## src/design/pqd_pkg.sv

```systemverilog
package pqd_pkg;

  // Number of error-feedback taps and fraction bits of the working sum.
  localparam int TAPS     = 9;
  localparam int ACC_FRAC = 30;

  // Shaping coefficients in Q28, newest error first.
  localparam logic signed [31:0] TAP_Q28 [TAPS] = '{
    32'sd647466320, -32'sd904627487, 32'sd1056830390, -32'sd1120449593,
    32'sd900064084, -32'sd591900180, 32'sd343865819, -32'sd152739774,
    32'sd22736483
  };

  // Constants of the seed mixer.
  localparam logic [63:0] SM_GAMMA = 64'h9e3779b97f4a7c15;
  localparam logic [63:0] SM_MUL1  = 64'hbf58476d1ce4e5b9;
  localparam logic [63:0] SM_MUL2  = 64'h94d049bb133111eb;

  // Register reset values.
  localparam logic [5:0]  RST_BIT_DEPTH = 6'd24;

  // Configuration register indexes.
  typedef enum logic [1:0] {
    CFG_BIT_DEPTH   = 2'd0,
    CFG_DITHER_MODE = 2'd1,
    CFG_SEED        = 2'd2
  } pqd_cfg_idx_t;

  // Dither modes.
  typedef enum logic [1:0] {
    MODE_PLAIN  = 2'd0,
    MODE_TPDF   = 2'd1,
    MODE_SHAPED = 2'd2
  } pqd_mode_t;

  // Sequencer states.
  typedef enum logic [2:0] {
    ST_IDLE,
    ST_READ,
    ST_SEED,
    ST_MAC,
    ST_DITHER,
    ST_ROUND,
    ST_WRITE
  } pqd_state_t;

endpackage

```

## src/design/pqd_tap_mac.sv

```systemverilog
module pqd_tap_mac #(
  parameter int ERROR_FRACTION_BITS = 24,
  parameter int COEFF_FRACTION_BITS = 20
) (
  input  logic                                            clk,
  input  logic                                            rst_n,
  input  logic                                            start,
  input  logic [pqd_pkg::TAPS*(ERROR_FRACTION_BITS+3)-1:0] hist,
  output logic                                            done,
  output logic signed [63:0]                              sum
);
  import pqd_pkg::*;

  localparam int EW  = ERROR_FRACTION_BITS + 3;
  localparam int CW  = COEFF_FRACTION_BITS + 4;
  localparam int PW  = EW + CW;
  localparam int TW  = PW + 3;
  localparam int CSR = (COEFF_FRACTION_BITS < 28) ? 28 - COEFF_FRACTION_BITS : 0;
  localparam int CSL = (COEFF_FRACTION_BITS > 28) ? COEFF_FRACTION_BITS - 28 : 0;
  localparam logic signed [63:0] CRND = (CSR > 0) ? (64'sd1 <<< (CSR - 1)) : 64'sd0;
  localparam int PFR = ERROR_FRACTION_BITS + COEFF_FRACTION_BITS;
  localparam int PSR = (PFR > ACC_FRAC) ? PFR - ACC_FRAC : 0;
  localparam int PSL = (PFR < ACC_FRAC) ? ACC_FRAC - PFR : 0;
  localparam logic signed [TW-1:0] PRND = (PSR > 0) ? (TW'(1) <<< (PSR - 1)) : '0;

  logic                 busy_r;
  logic                 pv_r;
  logic                 done_r;
  logic [3:0]           k_r;
  logic signed [PW-1:0] prod_r;
  logic signed [63:0]   sum_r;

  logic signed [EW-1:0] h;
  logic signed [CW-1:0] cf;
  logic signed [TW-1:0] term;

  // Coefficient rounded from Q28 to the coefficient format, ties upward.
  function automatic logic signed [CW-1:0] coeff(input logic [3:0] k);
    logic signed [63:0] q;
    q = 64'(TAP_Q28[k]);
    q = ((q + CRND) >>> CSR) <<< CSL;
    return q[CW-1:0];
  endfunction

  // One tap product per cycle into the product register; the registered product is rounded to Q30 and summed.
  always_comb begin
    h    = hist[k_r*EW +: EW];
    cf   = coeff(k_r);
    term = ((TW'(prod_r) + PRND) >>> PSR) <<< PSL;
  end

  always_ff @(posedge clk) begin
    if (!rst_n) begin
      busy_r <= 1'b0;
      pv_r   <= 1'b0;
      done_r <= 1'b0;
      k_r    <= 4'd0;
    end else begin
      done_r <= 1'b0;
      if (start) begin
        busy_r <= 1'b1;
        pv_r   <= 1'b0;
        k_r    <= 4'd0;
      end else if (busy_r) begin
        pv_r <= (k_r < 4'(TAPS));
        if (k_r < 4'(TAPS)) begin
          k_r <= k_r + 4'd1;
        end else if (pv_r) begin
          busy_r <= 1'b0;
          done_r <= 1'b1;
        end
      end
    end
  end

  always_ff @(posedge clk) begin
    if (start) begin
      sum_r <= '0;
    end else if (busy_r) begin
      if (k_r < 4'(TAPS)) begin
        prod_r <= cf * h;
      end
      if (pv_r) begin
        sum_r <= sum_r + 64'(term);
      end
    end
  end

  assign done = done_r;
  assign sum  = sum_r;

endmodule

```

## config.mk

```make
export PLATFORM = sky130hd
export DESIGN_NAME = pqd_tap_mac
export DESIGN_NICKNAME = d
export VERILOG_FILES = /design/src/design/pqd_pkg.sv /design/src/design/pqd_tap_mac.sv
export SDC_FILE = /design/constraint.sdc
export NUM_CORES = 2
export LEC_CHECK = 0
export BUFFER_PORTS_ARGS = -buffer_cell sky130_fd_sc_hd__buf_2
export CAP_MARGIN = 10
export CORE_ASPECT_RATIO = 1.75
export CORE_MARGIN = 2
export CORE_UTILIZATION = 50
export DETAILED_ROUTE_END_ITERATION = 16
export PLACE_DENSITY_LB_ADDON = 0.1
export REMOVE_ABC_BUFFERS = 1
export SYNTH_ARGS = -nofsm -noshare
export SYNTH_HDL_FRONTEND = slang
export SYNTH_SLANG_ARGS = --single-unit
export TNS_END_PERCENT = 20
```

## constraint.sdc

```tcl
create_clock -name clk -period 11.77 [get_ports clk]
set_input_delay 0.5885 -clock clk [delete_from_list [all_inputs] [get_ports clk]]
set_output_delay 0.5885 -clock clk [all_outputs]
set_load 0.005 [all_outputs]
```

==> results.cfg <==
[setup_path]
critPathMaxStageDelay_ps = 980
worst-path-buf-inv = 5
critPathLaunchType = flip-flop
cp_common_cell = fa_1
worstReg2RegEnd = prod_r[48]
crit_type = flip-flop to flip-flop
rr_startpoint = k_r[0]
arrival_ps = 10410
worst_path_max_delay_cell = xor2_2
reg2reg_slack_ps = 1490
cp_max_fo = 51
cp-end-kind = flip-flop
cp_top_family = adder cells
r2r_cells = 28
required_ps = 11900

[placement]
portBuffers = 310
placedCellCount = 4772
hpwl_um = 91900
place_congestion = 0.965

[cts]
cts_inserted_buffers = 9
clk_pin_slew_worst_paths_ps = 70
post_cts_buffers = 0
tritoncts = built
clock-sinks = 109
clk_path_buf_depth = 2
cts_hold_buffers = 0
htree_levels = 3
insertion_delay_ps = 380
clock-root-buffer = clkbuf_16
cts_resized = 0

[global_routing]
grt_pass1_wl_um = 169000
first_global_vias = 30000
grt_max_degree = 60
overflow = 0
grt_use_total_pct = 33.8
antenna_found_initial = 0

[outcome]
status = complete, no violations

[timing]
drv_slew = 0
finalCriticalPeriod_ps = 10280
min_period_over_period_pct = 87.3
finalHoldViolCount = 0
fin_skew_ps = 6.34
rsz0062_at_grt = no
slew_headroom_pct = 15.0
max_slew.worst_pin.slew_ps = 1270
fmax_mhz = 97.3
finalSetupViolCount = 0

[layout]
synthToLayoutAreaGrowth_pct = 8.68
drive_above_1_share_pct = 12.2
layout_commonest_cell = inv_1
fin_cells = 4790
final_cell_mix = 717 x inv_1, 673 x fa_1, 513 x nand2_1
nets = 5092

[synthesis]
yosysWarnings = 0
async_reset_ff_share_pct = 0
synth_area_leader_cell = fa_1
yosys.area.top_type_share_pct = 41.0
synth_edf_count = 38
ys_ff_latch = 109
synth_cells = 3761
synth_cell_types = 74
ys.flop_type = dfxtp_1
syn_avg_cell_area_sq_um = 8.74
netlist_area_sq_um = 32900
synth_area_leaders = fa_1 41%, inv_1 8.2%, ha_1 8.0%
yosysSeqAreaShare_pct = 7.80

[floorplan]
dieWidth_um = 198
die_y_um = 343
die_area_sq_um = 67900
core_sq_um = 65200
num_rows = 124
ioPinCount = 311
start_util_pct = 50.4

[routing]
detail_route.wl_per_cell_um = 23.3
viasPerCell = 5.78
drt_wl_total_um = 111000
drc = 0
drt_iter0_markers = 1620
vias = 27700
first_pass_iters = 5
ant_nets = 0

[min_path]
min_path_type = flip-flop to flip-flop
hold_depth = 2
hold_path_end = sum[47]
min_from = sum[47]

[flow_run]
drv_cap = 0
==> Yosys cell counts, types with 21 or more instances <==
library cell	number
nand2b_1	21
ha_1	209
xnor2_1	96
mux4_2	45
xor2_1	46
nor2b_1	24
nand2_1	514
edfxtp_1	38
nand3_1	49
o21a_1	33
o21ai_0	83
fa_1	673
and2_1	48
dfxtp_1	71
a21oi_1	182
a21o_1	80
nand4_1	29
mux2i_1	26
nor2_1	349
inv_1	718
clkbuf_1	165
==> tightest hold or removal path, cell delays in order, from the launching register on <==
cell	delay, ps
dfxtp_1	330
nand2_1	60
a21oi_1	50
==> flip-flops by register name, indices dropped and copies added (netlist names) <==
| name | cells |
|---|---|
| sum | 64 |
| prod_r | 38 |
| k_r | 4 |
| busy_r | 1 |
| done | 1 |
| pv_r | 1 |
==> how the worst max path moves through the flow <==
stage,slack (ps),cells after the start,start,to
detailed placement,1510,29,k_r[0],prod_r[48]
global route,990,32,k_r[0],prod_r[46]
CTS,1510,29,k_r[0],prod_r[48]
floorplan,-480,28,k_r[0],prod_r[48]
finish,1490,28,k_r[0],prod_r[48]
global placement,1620,29,k_r[0],prod_r[48]
==> metrics by stage <==
step           setup TNS [ps]  hold slack, ps  area (sq um)  util (%)  worst slack, ps
2_1_floorplan           -2180             459         32200         -             -483
3_3_place_gp                0             460         35400      54.3             1620
3_5_place_dp                0             468         35400      54.3             1510
4_1_cts                     0             478         35700      54.8             1510
5_1_grt                     0             490         35700      54.8              988
6_report                    0             474         35700      54.8             1490
==> cell type report <==
class,count,area [sq um]
Fill cell,6252,29400
Multi-Input combinational cell,2749,27100
Inverter,719,2700
Sequential cell,109,2570
Timing Repair Buffer,376,2050
Tap cell,819,1020
Clock buffer,12,256
Clock inverter,4,46.3
Antenna cell,2,5.00
==> kinds of logic (layout without fill, tap and decap cells) <==
logic type,Yosys count,in the layout,share of synthesized area (%)
mux,72,72,3.91
buf+inv,903,1111,10.4
fa+ha+maj,882,882,48.9
compound gates,526,526,10.3
simple gates,1127,1127,14.8
xor+xnor,142,142,3.78
flops,109,109,7.80
other cells,0,2,0
==> per-layer routing <==
layer	global-route usage, %	routed length [um]
met5	0	0
met4	24.7	9910
met3	4.40	7100
met2	62.3	57500
met1	34.9	37000
Power is not shown: default switching activity piles up to over one toggle a cycle in this logic, so the estimate is an artifact.
