### config.mk
export PLATFORM = sky130hd
export DESIGN_NAME = pqd_seed
export DESIGN_NICKNAME = d
export VERILOG_FILES = /design/src/design/pqd_pkg.sv /design/src/design/pqd_seed.sv
export SDC_FILE = /design/constraint.sdc
export NUM_CORES = 2
export LEC_CHECK = 0
export ABC_AREA = 1
export BUFFER_PORTS_ARGS = -buffer_cell sky130_fd_sc_hd__buf_2
export CORE_MARGIN = 1.5
export CORE_UTILIZATION = 46
export DETAILED_ROUTE_END_ITERATION = 6
export GPL_TIMING_DRIVEN = 0
export PLACE_DENSITY = 0.63
export REMOVE_ABC_BUFFERS = 1
export SYNTH_ARGS = -nofsm -noshare
export SYNTH_HDL_FRONTEND = slang
export SYNTH_SLANG_ARGS = --single-unit
### constraint.sdc
create_clock -name clk -period 13.7 [get_ports clk]
set_input_delay 3.425 -clock clk [delete_from_list [all_inputs] [get_ports clk]]
set_output_delay 3.425 -clock clk [all_outputs]
set_load 0.1 [all_outputs]
### src/design/pqd_pkg.sv
package pqd_pkg;

  // Number of error-feedback taps and fraction bits of the working sum.
  localparam int TAPS     = 9;
  localparam int ACC_FRAC = 30;

  // Shaping coefficients in Q28, newest error first.
  localparam logic signed [31:0] TAP_Q28 [TAPS] = '{
    32'sd647466320, -32'sd904627487, 32'sd1056830390, -32'sd1120449593,
    32'sd900064084, -32'sd591900180, 32'sd343865819, -32'sd152739774,
    32'sd22736483
  };

  // Constants of the seed mixer.
  localparam logic [63:0] SM_GAMMA = 64'h9e3779b97f4a7c15;
  localparam logic [63:0] SM_MUL1  = 64'hbf58476d1ce4e5b9;
  localparam logic [63:0] SM_MUL2  = 64'h94d049bb133111eb;

  // Register reset values.
  localparam logic [5:0]  RST_BIT_DEPTH = 6'd24;

  // Configuration register indexes.
  typedef enum logic [1:0] {
    CFG_BIT_DEPTH   = 2'd0,
    CFG_DITHER_MODE = 2'd1,
    CFG_SEED        = 2'd2
  } pqd_cfg_idx_t;

  // Dither modes.
  typedef enum logic [1:0] {
    MODE_PLAIN  = 2'd0,
    MODE_TPDF   = 2'd1,
    MODE_SHAPED = 2'd2
  } pqd_mode_t;

  // Sequencer states.
  typedef enum logic [2:0] {
    ST_IDLE,
    ST_READ,
    ST_SEED,
    ST_MAC,
    ST_DITHER,
    ST_ROUND,
    ST_WRITE
  } pqd_state_t;

endpackage

### src/design/pqd_seed.sv
module pqd_seed (
  input  logic        clk,
  input  logic        rst_n,
  input  logic        start,
  input  logic [31:0] value,
  output logic        done,
  output logic [31:0] result
);
  import pqd_pkg::*;

  logic        busy_r;
  logic        round_r;
  logic [2:0]  cnt_r;
  logic [63:0] x_r;
  logic [63:0] acc_r;
  logic [63:0] prod_r;
  logic        done_r;
  logic [31:0] result_r;

  logic [63:0] cst;
  logic [31:0] op_a;
  logic [31:0] op_b;
  logic [63:0] mul;
  logic [63:0] acc_sum;
  logic [63:0] w0;
  logic [63:0] fin;

  // Operand selection for the three partial products of a 64-bit low product.
  always_comb begin
    cst = round_r ? SM_MUL2 : SM_MUL1;
    case (cnt_r)
      3'd1: begin
        op_a = x_r[31:0];
        op_b = cst[63:32];
      end
      3'd2: begin
        op_a = x_r[63:32];
        op_b = cst[31:0];
      end
      default: begin
        op_a = x_r[31:0];
        op_b = cst[31:0];
      end
    endcase
    mul     = 64'(op_a) * 64'(op_b);
    acc_sum = acc_r + {prod_r[31:0], 32'd0};
    w0      = 64'(value) + SM_GAMMA;
    fin     = acc_r ^ (acc_r >> 31);
  end

  // Control of the two multiply rounds.
  always_ff @(posedge clk) begin
    if (!rst_n) begin
      busy_r  <= 1'b0;
      round_r <= 1'b0;
      cnt_r   <= 3'd0;
      done_r  <= 1'b0;
    end else begin
      done_r <= 1'b0;
      if (start) begin
        busy_r  <= 1'b1;
        round_r <= 1'b0;
        cnt_r   <= 3'd0;
      end else if (busy_r) begin
        if (cnt_r == 3'd4) begin
          cnt_r <= 3'd0;
          if (round_r) begin
            busy_r <= 1'b0;
            done_r <= 1'b1;
          end else begin
            round_r <= 1'b1;
          end
        end else begin
          cnt_r <= cnt_r + 3'd1;
        end
      end
    end
  end

  // Datapath of the mixer.
  always_ff @(posedge clk) begin
    if (start) begin
      x_r <= w0 ^ (w0 >> 30);
    end else if (busy_r) begin
      case (cnt_r)
        3'd0: begin
          prod_r <= mul;
        end
        3'd1: begin
          acc_r  <= prod_r;
          prod_r <= mul;
        end
        3'd2: begin
          acc_r  <= acc_sum;
          prod_r <= mul;
        end
        3'd3: begin
          acc_r <= acc_sum;
        end
        default: begin
          if (!round_r) begin
            x_r <= acc_r ^ (acc_r >> 27);
          end else begin
            result_r <= (fin[31:0] == 32'd0) ? 32'd1 : fin[31:0];
          end
        end
      endcase
    end
  end

  assign done   = done_r;
  assign result = result_r;

endmodule

==> metrics.md <==
| Metric | Value |
|---|---|
| Crit path required time | `13.96 ns` |
| Layout area overhead | `5.75%` |
| CTS HTree Levels | `1` |
| CP Class | `reg -> reg` |
| Synth Warn # | `0` |
| Min-delay src | `prod_r[56]` |
| Hold Path Stages | `2` |
| FF+latch count, synth | `230` |
| DRT iter0 DRCs | `3491` |
| # resized after CTS | `0` |
| Die ar. | `97800 um2` |
| Fin crit share | `82.4%` |
| Row count | `113` |
| I/O pins | `68` |
| Final-report hold violation count | `0` |
| Cell area after synthesis | `44100 um2` |
| N_diodes | `0` |
| Clock tree from TritonCTS | `done` |
| EDFF count, synth | `224` |
| Cell variety after synth | `45` |
| DR pass1 iterations | `7` |
| Type of origin of the critical path | `register` |
| Sequential area share after synthesis | `15.5%` |
| Post-DRT Antenna Nets | `0` |
| Clock root cell | `clkbuf_16` |
| Crit path time final | `11.28 ns` |
| Fin nets | `6476` |
| Share of cells above drive strength 1 | `4.26%` |
| I/O Buffers | `67` |
| CTS clock-pin slew for the worst setup and hold paths | `0.07 ns` |
| Min-delay worst type | `reg -> reg` |
| Maxcap violations | `0` |
| RD Place Congestion | `0.983` |
| FMAX | `88.6 MHz` |
| Initial Utilization | `46.4%` |
| Max-slew headroom | `7.64%` |
| Dominant cell type by area after synthesis | `fa_1` |
| Syn_area_per_cell | `8.43 um2` |
| Setup repair after global routing missed its margin | `no` |
| Chip Width | `313 um` |
| Fin cells | `6525` |
| First-pass GRT wire length | `214000 um` |
| Antenna violations before repair | `2` |
| R2R Path End | `prod_r[56]` |
| Clock Skews | `0.0227 ns` |
| Worst setup EP type | `register` |
| Failing checks | `DRC` |
| Main synth FF type | `edfxtp_1` |
| FILL cells | `9356` |
| Post-CTS Setup Repair Bufs | `0` |
| Reg-to-Reg Start | `cnt_r[1]` |
| Total number of vias | `33900` |
| Share of the synthesized area in the top cell type | `36.2%` |
| Outcome | `finished with violations` |
| Hold_buf cts | `0` |
| Actual slew at the worst max-slew pin | `1.39 ns` |
| Dpl cells | `6485` |
| Final WL | `143000 um` |
| R2R cell count | `27` |
| Sink Count | `230` |
| Total CTS buffers | `21` |
| Die H | `313 um` |
| Main area contributors after synthesis | `fa_1 36%, edfxtp_1 15%, inv_1 12%` |
| Worst-Skew Late Latency | `0.52 ns` |
| Worst hold slack | `0.524 ns` |
| Reg2Reg Setup Slack | `2.42 ns` |
| WL/cell | `22.0 um` |
| Endpoints failing setup | `0` |
| Core area | `95000 um2` |
| DRC Markers | `1` |
| Overall Global Routing Usage | `29.7%` |
| Post-Synthesis Cells | `5237` |
| Vias per cell | `5.20` |
| Largest net degree at the start of global routing | `71` |
| WP data arrival | `11.54 ns` |
| Min-Delay Endpoint | `acc_r[56]` |
| CP Max Fanout | `53` |
| Vias in the first global route | `33700` |
| Post-DP HPWL | `124000 um` |
| Setup TNS | `0 ns` |
| GR Overflow Total | `0` |
| Share of flip-flops with an asynchronous set or reset | `0%` |
| Max Root-Sink Buffers | `3` |
| Final Slew Violations | `0` |
## layout make-up
cell class / count / area [um2] / area share, %
Multi-Input combinational cell: 3433 / 31300 / 67.1
Clock inverter: 11 / 175 / 0.375
Clock buffer: 27 / 568 / 1.22
Sequential cell: 230 / 6850 / 14.7
Inverter: 1474 / 5530 / 11.9
Tap cell: 1265 / 1580 / 3.39
Timing Repair Buffer: 85 / 659 / 1.41
## per-layer routing
layer	up-vias	wire, um	GRT usage (%)
met5	-	0	0
met4	0	5120	8.68
met3	217	13600	5.24
met2	1462	63600	45.4
met1	16800	60900	43.1
li1	15400	-	-
## critical path, cell delays in order, from the launching register on
cell and delay, ns:
dfxtp_1 0.33, inv_1 0.10, ha_1 0.23, nand2_4 0.43
inv_1 1.11, ha_1 0.31, clkinv_1 0.95, nor2_1 1.03
fa_1 0.56, fa_1 0.47, fa_1 0.59, inv_1 0.08
fa_1 0.53, inv_1 0.05, fa_1 0.48, fa_1 0.51
fa_1 0.65, fa_1 0.52, ha_1 0.45, nand2_1 0.14
nor2_1 0.25, nand2_1 0.21, nor2_1 0.12, o21ai_0 0.10
nand3_1 0.30, nand3_1 0.17, nand3_1 0.12, nand2_1 0.09
## per-stage QoR
stage	cell area, um2	setup slack [ns]	utilization, %
6_report	46700	2.42	49.1
5_1_grt	46700	2.18	49.1
4_1_cts	46600	2.70	49.1
3_5_place_dp	45900	2.75	48.3
3_3_place_gp	45500	1.00	47.9
2_1_floorplan	43600	4.90	-
## worst max path at each step
stage / cells after the start / slack (ns) / start / end
2_1_floorplan: 33 / 4.90 / cnt_r[1] / prod_r[57]
6_report: 27 / 2.42 / cnt_r[1] / prod_r[56]
5_1_grt: 33 / 2.18 / cnt_r[1] / prod_r[56]
3_5_place_dp: 33 / 2.75 / cnt_r[1] / prod_r[56]
3_3_place_gp: 32 / 1.00 / cnt_r[1] / prod_r[56]
4_1_cts: 33 / 2.70 / cnt_r[1] / prod_r[56]
## flip-flops by register name, indices dropped and copies added, names as in the netlist
signal / count
done: 1
busy_r: 1
cnt_r: 3
round_r: 1
x_r: 64
prod_r: 64
acc_r: 64
result: 32
## cell usage in the layout, fill, tap and decap left out, drive strengths merged, types with 4 or more instances in the layout
cell type,count
nand2,956
nand4,23
or2,41
xnor2,64
nor3,33
inv,1471
fa,797
nor2,580
nor4,6
o22ai,5
nand3,135
buf,85
a21oi,121
clkbuf,27
clkinv,9
a21o,5
dfxtp,6
o21ai,132
nand3b,9
ha,399
o21bai,24
bufinv,4
xor2,92
edfxtp,224
## logic make-up (layout without fill, tap and decap cells)
group           after synthesis  count (layout)  share of synthesized area, %
mux                           1               1                        0.0227
flops                       230             230                          15.5
xor+xnor                    156             156                          3.10
simple gates               1785            1785                          16.3
fa+ha+maj                  1196            1196                          47.5
buf+inv                    1574            1597                          13.7
compound gates              295             295                          3.87
## synthesized netlist by cell type, drive strengths merged, types with 9 or more instances
| cell | count |
|---|---|
| nand2 | 956 |
| o21ai | 132 |
| nor2 | 580 |
| inv | 1470 |
| fa | 797 |
| nand3b | 9 |
| or2 | 41 |
| xnor2 | 64 |
| edfxtp | 224 |
| nand3 | 135 |
| xor2 | 92 |
| buf | 55 |
| ha | 399 |
| a21oi | 121 |
| nand4 | 23 |
| nor3 | 33 |
| clkbuf | 45 |
| o21bai | 24 |
Power is left out: the tool's default activity adds up to more than one toggle a clock period on the data nets, which glitch-free logic cannot reach.
