**config.mk**
```make
export PLATFORM = sky130hd
export DESIGN_NAME = pqd_ram
export DESIGN_NICKNAME = d
export VERILOG_FILES = /design/src/design/pqd_ram.sv
export SDC_FILE = /design/constraint.sdc
export NUM_CORES = 1
export LEC_CHECK = 0
export ABC_CLOCK_PERIOD_IN_PS = 5400
export BUFFER_PORTS_ARGS = -buffer_cell sky130_fd_sc_hd__buf_4
export CAP_MARGIN = 0
export CORE_ASPECT_RATIO = 1.1
export CORE_MARGIN = 1
export CORE_UTILIZATION = 40
export DETAILED_ROUTE_END_ITERATION = 7
export PLACE_DENSITY = 0.57
export SKIP_LAST_GASP = 1
export SLEW_MARGIN = 15
export SYNTH_ARGS = -nofsm -noshare
export SYNTH_HDL_FRONTEND = slang
export SYNTH_SLANG_ARGS = --single-unit
```
**constraint.sdc**
```tcl
create_clock -name clk -period 5.4 [get_ports clk]
set_clock_uncertainty 0.1 [all_clocks]
set_input_delay 0.27 -clock clk [delete_from_list [all_inputs] [get_ports clk]]
set_output_delay 0.27 -clock clk [all_outputs]
set_load 0.02 [all_outputs]
```
**src/design/pqd_ram.sv**
```systemverilog
module pqd_ram #(
  parameter int WIDTH = 32,
  parameter int DEPTH = 8
) (
  input  logic                                  clk,
  input  logic                                  we,
  input  logic [(DEPTH > 1 ? $clog2(DEPTH) : 1)-1:0] waddr,
  input  logic [WIDTH-1:0]                      wdata,
  input  logic                                  re,
  input  logic [(DEPTH > 1 ? $clog2(DEPTH) : 1)-1:0] raddr,
  output logic [WIDTH-1:0]                      rdata
);

  logic [WIDTH-1:0] mem [DEPTH];

  // Single write port, registered read port.
  always_ff @(posedge clk) begin
    if (we) begin
      mem[waddr] <= wdata;
    end
    if (re) begin
      rdata <= mem[raddr];
    end
  end

endmodule

```
==> results, run 1 <==
- The synthesized design contains 288 enable-type register cells.
- The half-perimeter wire length after placement is 9700 um.
- The total overflow reported by the global router is 0.
- In the synthesized netlist the dominant register cell turns out to be sky130_fd_sc_hd__edfxtp_1.
- For this block, the initial DRC count from the detailed router was 246.
- The power density relative to cell area is 367 nW/um^2.
- The class of the most critical hold timing path is input port to register.
- The worst setup path category is input port to register.
- Before antenna repair, the detailed router went through 4 iterations.
- TritonCTS built the clock tree.
- For this run, the share of the core covered by cells in the final layout is 49.5%.
- The pin count of the biggest net entering global routing is 65.
- The floorplan die area is 27600 um^2.
- The minimum clock period is 2.13 ns.
- In the final layout, the multi-input gates occupy 2070 um^2.
- Across every metal layer, demand over resource in global routing totals 15.2%.
- Synthesis produced 415 cells.
- 0 antenna diodes ended up in the layout.
- The first global-routing pass estimated 30400 um of wire.
- Clock latency on the worst-skew pair, taken at its later pin, is 0.55 ns.
- In this run the horizontal extent of the chip is 159 um.
- The maximum count of clock buffers along a single path is 3.
- The most frequent cell after synthesis is sky130_fd_sc_hd__edfxtp_1.
- The least setup slack across all paths after layout is 3.27 ns.
- Yosys printed 0 warnings.
- The total length of routed wires is 19700 um.
- The number of vias per cell is 5.08.
- The number of filler cells placed in the layout is 2086.
- The worst-case IR drop observed on VDD is 0.196 mV.
- The number of buffers inserted by port buffering is 72.
- The analysis attributes to cell leakage a power of 4.35 nW.
- The share of cells above drive strength 1 is 32.9%.
- The cell taking the most area after synthesis is sky130_fd_sc_hd__edfxtp_1.
- The number of sinks on the clock net is 288.
- The area growth from synthesis to layout is 20.8%.
- The count of standard-cell rows is 62.
- Yosys mapped the design onto 12 distinct sky130hd cell types.
- Dividing the detail-routed wire length by the instance count gives 21.5 um.
- Along the worst path, the maximum fanout reaches 35.
- For this run, design rule violations remaining after detail routing come to 0.
- Setup repair after global routing left no endpoint under its margin.
- The worst pin sits at a relative slew slack of 39.9%.
- The signal arrival time at the worst endpoint is 2.32 ns.
- The total CTS buffers is 30.
- Across the run, the number of max-cap violations was 0.
- The worst-case hold slack is 0.169 ns.
- The total placed instance area is 11800 um^2.
- The flow ran to the end, and the final reports show no timing, DRC or antenna violations.
- For the worst setup path, the data required time is 5.59 ns.
- The critical path goes through buf_4 -> buf_4 -> mux4_1 -> mux2_2.
- The maximum clock rate is 469 MHz.
- The initial antenna violation count is 0.
- For this run, the slowest stage of the critical path takes 0.63 ns.
- The net count after synthesis is 456.
- Routability-driven placement finished with a final weighted congestion of 0.668.
- The detail route stage leaves a number of antenna-violating nets equal to 0.
- Summed over its instances, the top area cell type makes up 80.2% of the synthesized netlist area.
- The pin slew with the least headroom to its limit is 0.901 ns.
- Ranked by total cell area, the synthesized netlist is headed by sky130_fd_sc_hd__edfxtp_1 (80%), sky130_fd_sc_hd__mux4_1 (9.7%), sky130_fd_sc_hd__mux4_2 (5.0%), sky130_fd_sc_hd__mux2_2 (3.3%), sky130_fd_sc_hd__buf_6 (0.73%).
- Of the available clock period, the critical path in the final layout requires 39.5%.
- Of all flip-flops after synthesis, the portion carrying an async set or reset was 0%.
- The sequential share of the synthesized area is 80.2%.
- The post-CTS clock slew at the launch and capture registers of the worst setup and hold paths is 0.06 ns.
- The initial core utilization is 41.0%.
- The accumulated negative setup slack is 0 ns.
- In this run the vertical extent of the chip is 174 um.
- 73 I/O pins were placed.
- Prior to clock tree synthesis, the placed netlist has a worst setup slack of 2.64 ns.
- The combined flip-flop and latch cell area is 8650 um^2.
- The hold violation count in the final report is 0.
- Setup violations remaining at the end of the flow were counted as 0.
- In the final design database the tool counted 584 nets.
- The total via count after detailed routing is 4661.
- The number of global-route vias before repair is 5125.
- The worst setup path is captured at a register.
- The clock tree root buffer cell is sky130_fd_sc_hd__clkbuf_16.
- The synthesized area per cell is 26.0 um^2.
- The setup slack on the worst flop-to-flop path is 3.88 ns.
- Summing all non-filler instances in the final layout gives an area of 13000 um^2.
- After synthesis, the most frequently instantiated cells are sky130_fd_sc_hd__edfxtp_1 (288), sky130_fd_sc_hd__mux4_1 (40), sky130_fd_sc_hd__mux2_2 (32), sky130_fd_sc_hd__mux4_2 (24), sky130_fd_sc_hd__buf_6 (7).
- The cell type of the slowest stage on the worst timing path is sky130_fd_sc_hd__mux4_1.
- The sort of element at the start of the critical path is an input port.
- The final-report max-slew violation count is 0.
- Among the stages of the critical path, the cell type that occurs most often is sky130_fd_sc_hd__buf_4.
- The number of instances resized during post-cts repair is 0.
- The buffers inserted during post-CTS setup optimization is 0.
- The synthesized design contains 288 register bits.
- The H-tree depth reported by CTS is 1.
- The core footprint is 26300 um^2.
- After synthesis the cells add up to 10800 um^2.
sequential cells by signal, indices dropped and copies added, names as in the netlist:
signal and cells:
mem 256, rdata 32
per-stage QoR:
step	instances	total power, mW
floorplan	415	2.77
global placement	831	2.88
detailed placement	831	2.89
CTS	918	4.84
global route	918	4.95
finish	918	4.78
final cells by class:
| class | instances | area share [%] |
|---|---|---|
| Timing Repair Buffer | 114 | 7.18 |
| Sequential cell | 288 | 66.4 |
| Clock buffer | 34 | 6.04 |
| Tap cell | 352 | 3.38 |
| Multi-Input combinational cell | 109 | 15.9 |
| Clock inverter | 21 | 1.14 |
layer usage:
layer | GRT usage, % | share of wire [%] | up-vias
li1 | - | - | 2077
met1 | 19.2 | 42 | 2475
met2 | 26.8 | 53 | 85
met3 | 2.67 | 4.0 | 24
met4 | 3.73 | 1.3 | 0
met5 | 0 | 0 | -
path summary, 6_finish.rpt:
check | from | end | cells past startpoint
worst max-delay path | raddr[0] | rdata[16] | 4
worst min-delay path | re | rdata[1] | 1
worst max register to register | mem[3][7] | rdata[7] | 2
worst min register to register | mem[0][19] | rdata[19] | 2
critical path: cells and delay by family:
| family | cells | cell delay [ns] |
|---|---|---|
| buffers and inverters | 2 | 1.12 |
| multiplexers | 2 | 0.90 |
timing repair:
item                                    4_1_cts  5_1_grt
hold buffers                                 32        0
endpoints found under the setup margin        0        0
endpoints found under the hold margin       256        0
where the power goes:
group	total (mW)	leakage, nW	switching, mW	internal, mW
logic	0.283	1.26	0.144	0.139
registers	2.58	2.64	0.0200	2.56
clock network	1.92	0.453	0.789	1.13
total	4.78	4.35	0.953	3.83
cells in the final DEF (no fill, tap or decap), drive strengths merged:
master	n
mux4	64
clkbuf	34
nor2	6
mux2	32
bufinv	2
clkinv	17
edfxtp	288
dlygate4sd3	32
nand2	2
nor3	2
buf	82
clkinvlp	2
nand2b	3
kinds of logic (layout without fill, tap and decap cells):
kind of cell	after synthesis	count (layout)	share of synthesized area [%]
buf+inv	18	169	1.18
flops	288	288	80.2
mux	96	96	18.1
simple gates	13	13	0.545
(Power assumes the default switching activity.)
==> run 2: changes to the inputs <==
--- a/config.mk
+++ b/config.mk
@@ -5,14 +5,15 @@
 export SDC_FILE = /design/constraint.sdc
 export NUM_CORES = 1
 export LEC_CHECK = 0
-export ABC_CLOCK_PERIOD_IN_PS = 5400
+export ABC_AREA = 1
+export ABC_CLOCK_PERIOD_IN_PS = 2100
 export BUFFER_PORTS_ARGS = -buffer_cell sky130_fd_sc_hd__buf_4
 export CAP_MARGIN = 0
 export CORE_ASPECT_RATIO = 1.1
 export CORE_MARGIN = 1
 export CORE_UTILIZATION = 40
 export DETAILED_ROUTE_END_ITERATION = 7
-export PLACE_DENSITY = 0.57
+export PLACE_DENSITY = 0.56
 export SKIP_LAST_GASP = 1
 export SLEW_MARGIN = 15
 export SYNTH_ARGS = -nofsm -noshare
==> constraint.sdc (replaced) <==
create_clock -name clk -period 2.1 [get_ports clk]
set_clock_uncertainty 0.1 [all_clocks]
set_input_delay 0.105 -clock clk [delete_from_list [all_inputs] [get_ports clk]]
set_output_delay 0.105 -clock clk [all_outputs]
set_load 0.02 [all_outputs]
==> run 2 against run 1 <==
Critical path depth fell by 3. Sequential power rose to 2.6 times the previous value. Via count grew 66%. Die area rose by 13%. Non-clock buffer count is 14 higher. Sequential cell count stayed put. Global-route usage up 2.3 points. Final cell count up 84%. First-iteration DRC count increased by 120%. Combinational power grew to 3.4 times the previous value. Count of clock-buffer cells in the layout up 4. Largest power group unchanged.
==> results, run 2 <==
- The flow ran to the end, and the final reports show no timing, DRC or antenna violations.
- The combined global-route utilization of all metal layers is 17.5%.
- The register with the most flip-flops in the layout has 256 of them.
- The sort of element at the start of the critical path is a register.
- The cell area after layout is 14500 um^2.
- The share of the clock period used by the worst path is 66.0%.
- For this design, the slowest cell found on the critical path is sky130_fd_sc_hd__edfxtp_1.
- The hold violation count in the final report is 0.
- Dividing the detail-routed wire length by the instance count gives 15.6 um.
- Per report_power, the clock group accounts for 39.0% of the total.
- The reported max-cap violation count is 0.
- Traced cell by cell, the critical path runs through buf_4.
- For this configuration, the core starts out at a cell density of 40.9%.
- In this run, the combinational gates consume 7.7% of the power.
- The largest single stage delay on the critical path is 0.45 ns.
- The final-report max-slew violation count came to 0.
- The initial antenna violation count is 0.
- The setup-violating endpoint count in the final report is 0.
- The die covers 31200 um^2.
- In this design, the largest share of critical-path delay is due to flip-flops.
- In the final layout, the share of cells above drive strength 1 is 11.0%.
- The total placed instance area is 13300 um^2.
- Data on the critical path is required at its endpoint by 1.89 ns.
- The maximum clock rate is 722 MHz.
- The reg-to-reg endpoint is rdata[12].
- The cell internal power dissipation is 9.69 mW.
- Tracing the worst setup path back leads to its startpoint at rdata[10].
- The initialized floorplan defines 66 standard-cell rows.
- The register with the most flip-flops in the final layout is mem.
- The worst pin sits at a relative slew slack of 52.2%.
- The switching component of the power is 2.75 mW.
- The minimum clock period is 1.38 ns.
- The number of antenna diodes in the final layout is 0.
- The die outline height is 185 um.
- The area growth from synthesis to layout is 19.3%.
- The number of enable flip-flop cells after synthesis is 288.
- Sequential cells account for 53.2% of the total power.
- The number of gates on the worst path with buffers counted is 1.
- Summed over all layers, the global routing overflow is 0.
- TritonCTS built the clock tree.
- Synthesis inferred 288 register bits.
- The async set-or-reset flop fraction in the synthesized netlist is 0%.
- The largest registers in the layout are mem: 256 flops, rdata: 32 flops.
- The post-CTS clock slew at the launch and capture registers of the worst setup and hold paths is 0.06 ns.
- Dividing the detail-routed via count by the number of cells gives 4.58.
- The worst-case hold slack is 0.0121 ns.
- In this run the cell area of the synthesized design comes to 12200 um^2.
- The cell taking the most area after synthesis is sky130_fd_sc_hd__edfxtp_1.
- STA puts the critical path data arrival time at 1.18 ns.
- The top flip-flop cell by instance count after synthesis is sky130_fd_sc_hd__edfxtp_1.
- Leaving out fill and tap cells, the most frequent cell in the layout is sky130_fd_sc_hd__nand2_1.
- The longest clock path from root to sink contains 3 buffers.
- The I/O pin total is 73.
- Entering global routing, the biggest net connects 129 pins.
- At the pin with the least slew margin, the transition time is 0.717 ns.
- The share of the synthesized area in the top cell type is 70.9%.
- At the later pin of the worst-skew pair, clock insertion delay measures 0.54 ns.
- The sum of buffers and inverters on the critical path is 1.
- The number of nets in the final layout is 1309.
- TritonCTS created 30 clock buffers.
- Sorting the synthesized cells by area gives the leading types as sky130_fd_sc_hd__edfxtp_1 (71%), sky130_fd_sc_hd__nand2_1 (13%), sky130_fd_sc_hd__inv_1 (8.0%), sky130_fd_sc_hd__nand3_1 (5.3%), sky130_fd_sc_hd__buf_6 (1.0%).
- The number of instances resized during post-cts repair is 0.
- The critical register-to-register path startpoint is mem[3][12].
- The residual antenna-violating net count after detailed routing is 0.
- The destination of the critical timing path is rdata[10].
- The clock tree root buffer cell is sky130_fd_sc_hd__clkbuf_16.
- The critical path endpoint category is a primary output.
- Counting instances in the post-synthesis netlist gives the leading cell types as sky130_fd_sc_hd__nand2_1 (422), sky130_fd_sc_hd__edfxtp_1 (288), sky130_fd_sc_hd__inv_1 (260), sky130_fd_sc_hd__nand3_1 (128), sky130_fd_sc_hd__buf_2 (20).
- For this design the ratio of total power to cell area is 856 nW/um^2.
- The synthesized area per cell is 10.5 um^2.
- The half-perimeter wire length after placement is 13700 um.
- The worst hold path belongs to the class input port to register.
- Setup repair after global routing left no endpoint under its margin.
- The net count after synthesis is 1197.
- The number of global-route vias before repair is 7491.
- The H-tree depth reported by CTS is 1.
- The number of buffers inserted by port buffering is 72.
- The final weighted congestion in routability-driven placement is 0.710.
- The top cell types in the final layout, fill and taps aside, are sky130_fd_sc_hd__nand2_1 (422), sky130_fd_sc_hd__edfxtp_1 (288), sky130_fd_sc_hd__inv_1 (260).
- In this run switching power makes up 22.1% of total power.
- In this run the post-CTS setup repair buffer count came out at 0.
- For the worst flop-to-flop path, the logic depth is 6.
- The count of unresolved DRC violations after routing is 0.
- Counting distinct cell types in the post-synthesis netlist gives 11.
- Among all cell types in the netlist, the one instantiated most often is sky130_fd_sc_hd__nand2_1.
- Synthesis produced a netlist whose cell count is 1156.
- After the first detailed-routing iteration, the DRC count stood at 538.
- The analysis attributes to cell leakage a power of 6.51 nW.
- Along the worst path, the maximum fanout reaches 1.
- For this run, the number of Yosys warnings is 0.
- The share of the core filled with cells is 48.8%.
- The width of the die is 168 um.
- IR analysis of the VDD net gives a maximum drop of 0.574 mV.
- The total length of routed wires is 26400 um.
- The core footprint is 29800 um^2.
- The worst setup path category is register to primary output.
- CTS saw 288 sinks.
- The total via count after detailed routing is 7749.
- The sequential share of the synthesized area is 70.9%.
- The first global-routing pass estimated 41600 um of wire.
- The first detailed-routing pass took 4 iterations.
- The number of filler cells placed in the layout is 2671.
- The setup check on the worst reg-to-reg path leaves a slack of 0.99 ns.
==> run 2: cell count changes after synthesis, moves of 4 or more <==
cell                       change
sky130_fd_sc_hd__clkbuf_1      +6
sky130_fd_sc_hd__nand2_1     +420
sky130_fd_sc_hd__mux4_2       -24
sky130_fd_sc_hd__buf_4         +5
sky130_fd_sc_hd__buf_6         +4
sky130_fd_sc_hd__buf_2        +14
sky130_fd_sc_hd__mux4_1       -40
sky130_fd_sc_hd__inv_1       +260
sky130_fd_sc_hd__mux2_2       -32
sky130_fd_sc_hd__nand3_1     +128
==> run 2: cell families (layout without fill, tap and decap cells) <==
| kind of cell | after synthesis | after routing | synth area share, % |
|---|---|---|---|
| buf+inv | 310 | 438 | 10.6 |
| flops | 288 | 288 | 70.9 |
| simple gates | 558 | 558 | 18.5 |
==> run 2: metal layers <==
| layer | up-vias | GRT usage [%] | part of all wire, % |
|---|---|---|---|
| met1 | 3720 | 24.2 | 47 |
| li1 | 3826 | - | - |
| met2 | 167 | 29.2 | 47 |
| met4 | 0 | 4.18 | 1.6 |
| met3 | 36 | 2.24 | 4.5 |
| met5 | - | 0 | 0 |
==> run 2: power groups by stage <==
stage	Combinational [mW]	Clock, mW	Sequential, mW
2_1_floorplan	0.463	0	6.80
3_3_place_gp	0.914	0	6.74
3_5_place_dp	0.923	0	6.74
4_1_cts	0.978	4.96	6.63
5_1_grt	1.08	5.18	6.64
6_report	0.961	4.86	6.62
==> run 2: layout make-up <==
type	instances	area, um^2	area share [%]
inverters	262	985	6.77
clock buffers	38	802	5.52
flip-flops and latches	288	8650	59.5
clock inverters	10	72.6	0.499
multi-input cells	558	2310	15.9
repair buffers	128	1210	8.31
well taps	408	510	3.51
==> run 2: worst min-delay path by stage <==
stage / end / from / cells after the start
after floorplan: mem[0][0] / wdata[0] / 0
after global placement: mem[0][30] / wdata[30] / 1
after detailed placement: mem[1][30] / wdata[30] / 1
after CTS: mem[4][29] / waddr[1] / 4
after global routing: rdata[30] / re / 1
final: rdata[26] / re / 1
==> run 2: what timing repair did <==
action                                  in CTS  in global routing
endpoints found under the setup margin       0                  0
hold endpoints to repair                   268                  0
hold buffers                                34                  0
==> run 2: metrics by stage <==
step,instances,TNS (ns),power [mW],setup slack (ns)
after global placement,1610,0,7.66,0.563
after detailed placement,1610,0,7.67,0.544
after global routing,1692,0,12.9,0.697
after floorplan,1156,-2.18,7.26,-0.0223
final,1692,0,12.4,0.715
after CTS,1692,0,12.6,0.709
==> run 3: changes to the inputs <==
--- a/config.mk
+++ b/config.mk
@@ -5,15 +5,15 @@
 export SDC_FILE = /design/constraint.sdc
 export NUM_CORES = 1
 export LEC_CHECK = 0
-export ABC_AREA = 1
-export ABC_CLOCK_PERIOD_IN_PS = 2100
+export ABC_AREA = 0
+export ABC_CLOCK_PERIOD_IN_PS = 1100
 export BUFFER_PORTS_ARGS = -buffer_cell sky130_fd_sc_hd__buf_4
 export CAP_MARGIN = 0
 export CORE_ASPECT_RATIO = 1.1
 export CORE_MARGIN = 1
 export CORE_UTILIZATION = 40
 export DETAILED_ROUTE_END_ITERATION = 7
-export PLACE_DENSITY = 0.56
+export PLACE_DENSITY = 0.59
 export SKIP_LAST_GASP = 1
 export SLEW_MARGIN = 15
 export SYNTH_ARGS = -nofsm -noshare
==> constraint.sdc (replaced) <==
create_clock -name clk -period 1.1 [get_ports clk]
set_clock_uncertainty 0.1 [all_clocks]
set_input_delay 0.055 -clock clk [delete_from_list [all_inputs] [get_ports clk]]
set_output_delay 0.055 -clock clk [all_outputs]
set_load 0.02 [all_outputs]
==> run 3 against run 2 <==
Routed wire length down 23%. The run now ends with hold timing, setup timing left. Count of clock-buffer cells in the layout unchanged. Combinational power up 80%. Die area down 11%. Register-to-register slack worse by 1.4 ns. Core utilization up 3.0 points. Sequential power up 92%. Global-route usage down 2.0 points. First-iteration DRC count down 47%. Via count down 39%.
==> results, run 3 (synthesized netlist as in run 1, its figures left out) <==
- The finished cells cover 13600 um^2.
- The detail route stage leaves a number of antenna-violating nets equal to 0.
- The critical path endpoint category is a register.
- The count of placed standard cells including taps is 865.
- The flip-flop count of the largest register, all copies and words added is 256.
- The routed design could run at a clock period as short as 1.49 ns.
- Once the floorplan was initialized, standard cells occupied 41.0% of the core.
- The post-CTS clock slew at the launch and capture registers of the worst setup and hold paths is 0.06 ns.
- The die is 174 um tall.
- The maximum resistive drop on vdd is 1.21 mV.
- The buffers inserted during post-CTS setup optimization is 0.
- For this run, the detailed router's first-pass iteration total came to 4.
- The reported max-cap violation count is 0.
- The total via count after detailed routing is 4755.
- The slowest stage of the critical path is the sky130_fd_sc_hd__mux4_2 cell.
- The routed wirelength normalized by instance count is 21.4 um.
- The most common cell after layout, fill and taps aside is sky130_fd_sc_hd__edfxtp_1.
- The total length of routed wires is 20400 um.
- The maximum count of clock buffers along a single path is 3.
- The floorplan step set the die width to 159 um.
- The length in cells of the worst reg-to-reg path is 2.
- The final-report max-slew violation count is 0.
- The routed design uses 719 um of met3 wire.
- The first global-routing pass estimated 30900 um of wire.
- Compared with the post-synthesis result, the final layout area differs by 26.1%.
- The hold violation count in the final report was 9.
- The worst register-to-register path ends at rdata[7].
- The total placed instance area is 12200 um^2.
- The number of global-route vias before repair is 5194.
- The leakage power figure is 4.58 nW.
- The maximum clock rate is 672 MHz.
- The initial antenna violation count is 1.
- For this block, the initial DRC count from the detailed router was 285.
- The sort of element at the start of the critical path is a register.
- The checks that failed: hold timing, setup timing.
- In the final layout, the registers with the most flip-flops are mem: 256 flops, rdata: 32 flops.
- The flow ran to the end, but the final reports show violations.
- In this run the worst setup path terminates at rdata[7].
- Across all register-to-register paths, the minimum setup slack is -0.39 ns.
- In this run, post-CTS hold repair placed 35 buffers.
- The I/O pin total is 73.
- The power density relative to cell area is 1720 nW/um^2.
- The final weighted congestion in routability-driven placement is 0.685.
- mem holds more flip-flops than any other register.
- The clock tree from TritonCTS is built.
- The latest clock arrival within the worst-skew pair is 0.53 ns.
- Final hold analysis gives a worst-case slack of -0.0251 ns.
- The least setup slack across all paths after layout is -0.389 ns.
- The combined global-route utilization of all metal layers is 15.4%.
- The total CTS buffers is 30.
- Summed over all layers, the global routing overflow is 0.
- In the layout the commonest cells are sky130_fd_sc_hd__edfxtp_1 (288), sky130_fd_sc_hd__buf_4 (65), sky130_fd_sc_hd__mux4_2 (63).
- The stage delay of the slowest cell on the critical path is 0.48 ns.
- Of the available clock period, the critical path in the final layout requires 135%.
- The worst relative slew slack is 81.2%.
- At the pin with the least slew margin, the transition time is 0.282 ns.
- The floorplan step defined a die boundary enclosing 27600 um^2.
- For this run, design rule violations remaining after detail routing come to 0.
- The net count of the finished layout is 621.
- CTS placed an instance of sky130_fd_sc_hd__clkbuf_16 at the clock tree root.
- Setup repair after global routing could not meet its margin everywhere.
- Input and output buffers added on the ports amount to 72.
- The signal arrival time at the worst endpoint is 1.66 ns.
- The setup-violating endpoint count in the final report is 64.
- The number of sinks on the clock net is 288.
- The post-route met1 wirelength is 8270 um.
- For this run, the number of standard cells in the final layout without fillers is 955.
- The floorplan has 62 rows.
- For the worst setup path, the data required time is 1.27 ns.
- The routed wire length on met2 is 11200 um.
- The core footprint is 26300 um^2.
- The filler cells instantiated in the layout total 2007.
- The half-perimeter wire length after placement is 12500 um.
- Walking the worst path, the cells encountered are mux4_2 -> mux2_4.
- The H-tree depth reported by CTS is 1.
- The worst setup path startpoint is mem[7][7].
- The share of cells above drive strength 1 is 43.5%.
- In this run the worst path has a maximum fanout of 1.
- The class of the most critical hold timing path is input port to register.
- Entering global routing, the biggest net connects 33 pins.
- The critical register-to-register path startpoint is mem[7][7].
- The critical path in this run is classified as register to register.
- The worst hold path passes through 3 cells.
- In this run the top signal layer used is met4.
- The number of vias per cell is 4.98.
==> run 3: per-stage QoR <==
step	util, %	setup TNS, ns	setup WS (ns)	hold WS [ns]	total power, mW
after global placement	46.4	-53.57	-0.563	0.182	14.4
after detailed placement	46.4	-54.07	-0.606	0.192	14.4
after floorplan	-	-55.43	-0.481	0.0539	13.7
after CTS	51.6	-16.63	-0.390	-0.0380	23.6
after global routing	51.7	-17.83	-0.410	-0.0276	24.1
final	51.7	-15.48	-0.389	-0.0251	23.3
==> run 3: timing repair <==
action	CTS	global route
hold endpoints to repair	301	9
gates resized for setup	46	9
endpoints found under the setup margin	64	64
==> run 3: final cells by class <==
class                           count  area [um^2]  share of cell area (%)
Antenna cell                        1         2.50                  0.0184
Clock buffer                       38          802                    5.89
Clock inverter                     16         72.6                   0.533
Multi-Input combinational cell    109         2060                    15.2
Sequential cell                   288         8650                    63.6
Tap cell                          352          440                    3.24
Timing Repair Buffer              151         1580                    11.6
==> run 3: power breakdown <==
group / leakage [nW] / internal [mW] / switching, mW
clock network: 0.432 / 5.10 / 3.83
registers: 2.64 / 12.5 / 0.126
logic: 1.51 / 0.949 / 0.784
total: 4.58 / 18.6 / 4.74
==> run 3: critical path, delay by kind of cell, from the launching register on <==
family / cells / cell delay [ns]
flip-flops: 1 / 0.37
multiplexers: 2 / 0.76
==> run 3: metal layers <==
layer	up-vias	track usage [%]
met5	-	0
met4	0	3.65
met3	17	2.57
met2	92	27.6
met1	2534	19.3
li1	2112	-
==> run 3: how the worst min path moves through the flow <==
stage / to / from / slack, ns
CTS: rdata[5] / raddr[1] / -0.04
detailed placement: mem[0][19] / wdata[19] / 0.19
global route: rdata[5] / raddr[1] / -0.03
finish: rdata[5] / raddr[1] / -0.03
floorplan: mem[0][0] / wdata[0] / 0.05
global placement: mem[0][13] / wdata[13] / 0.18
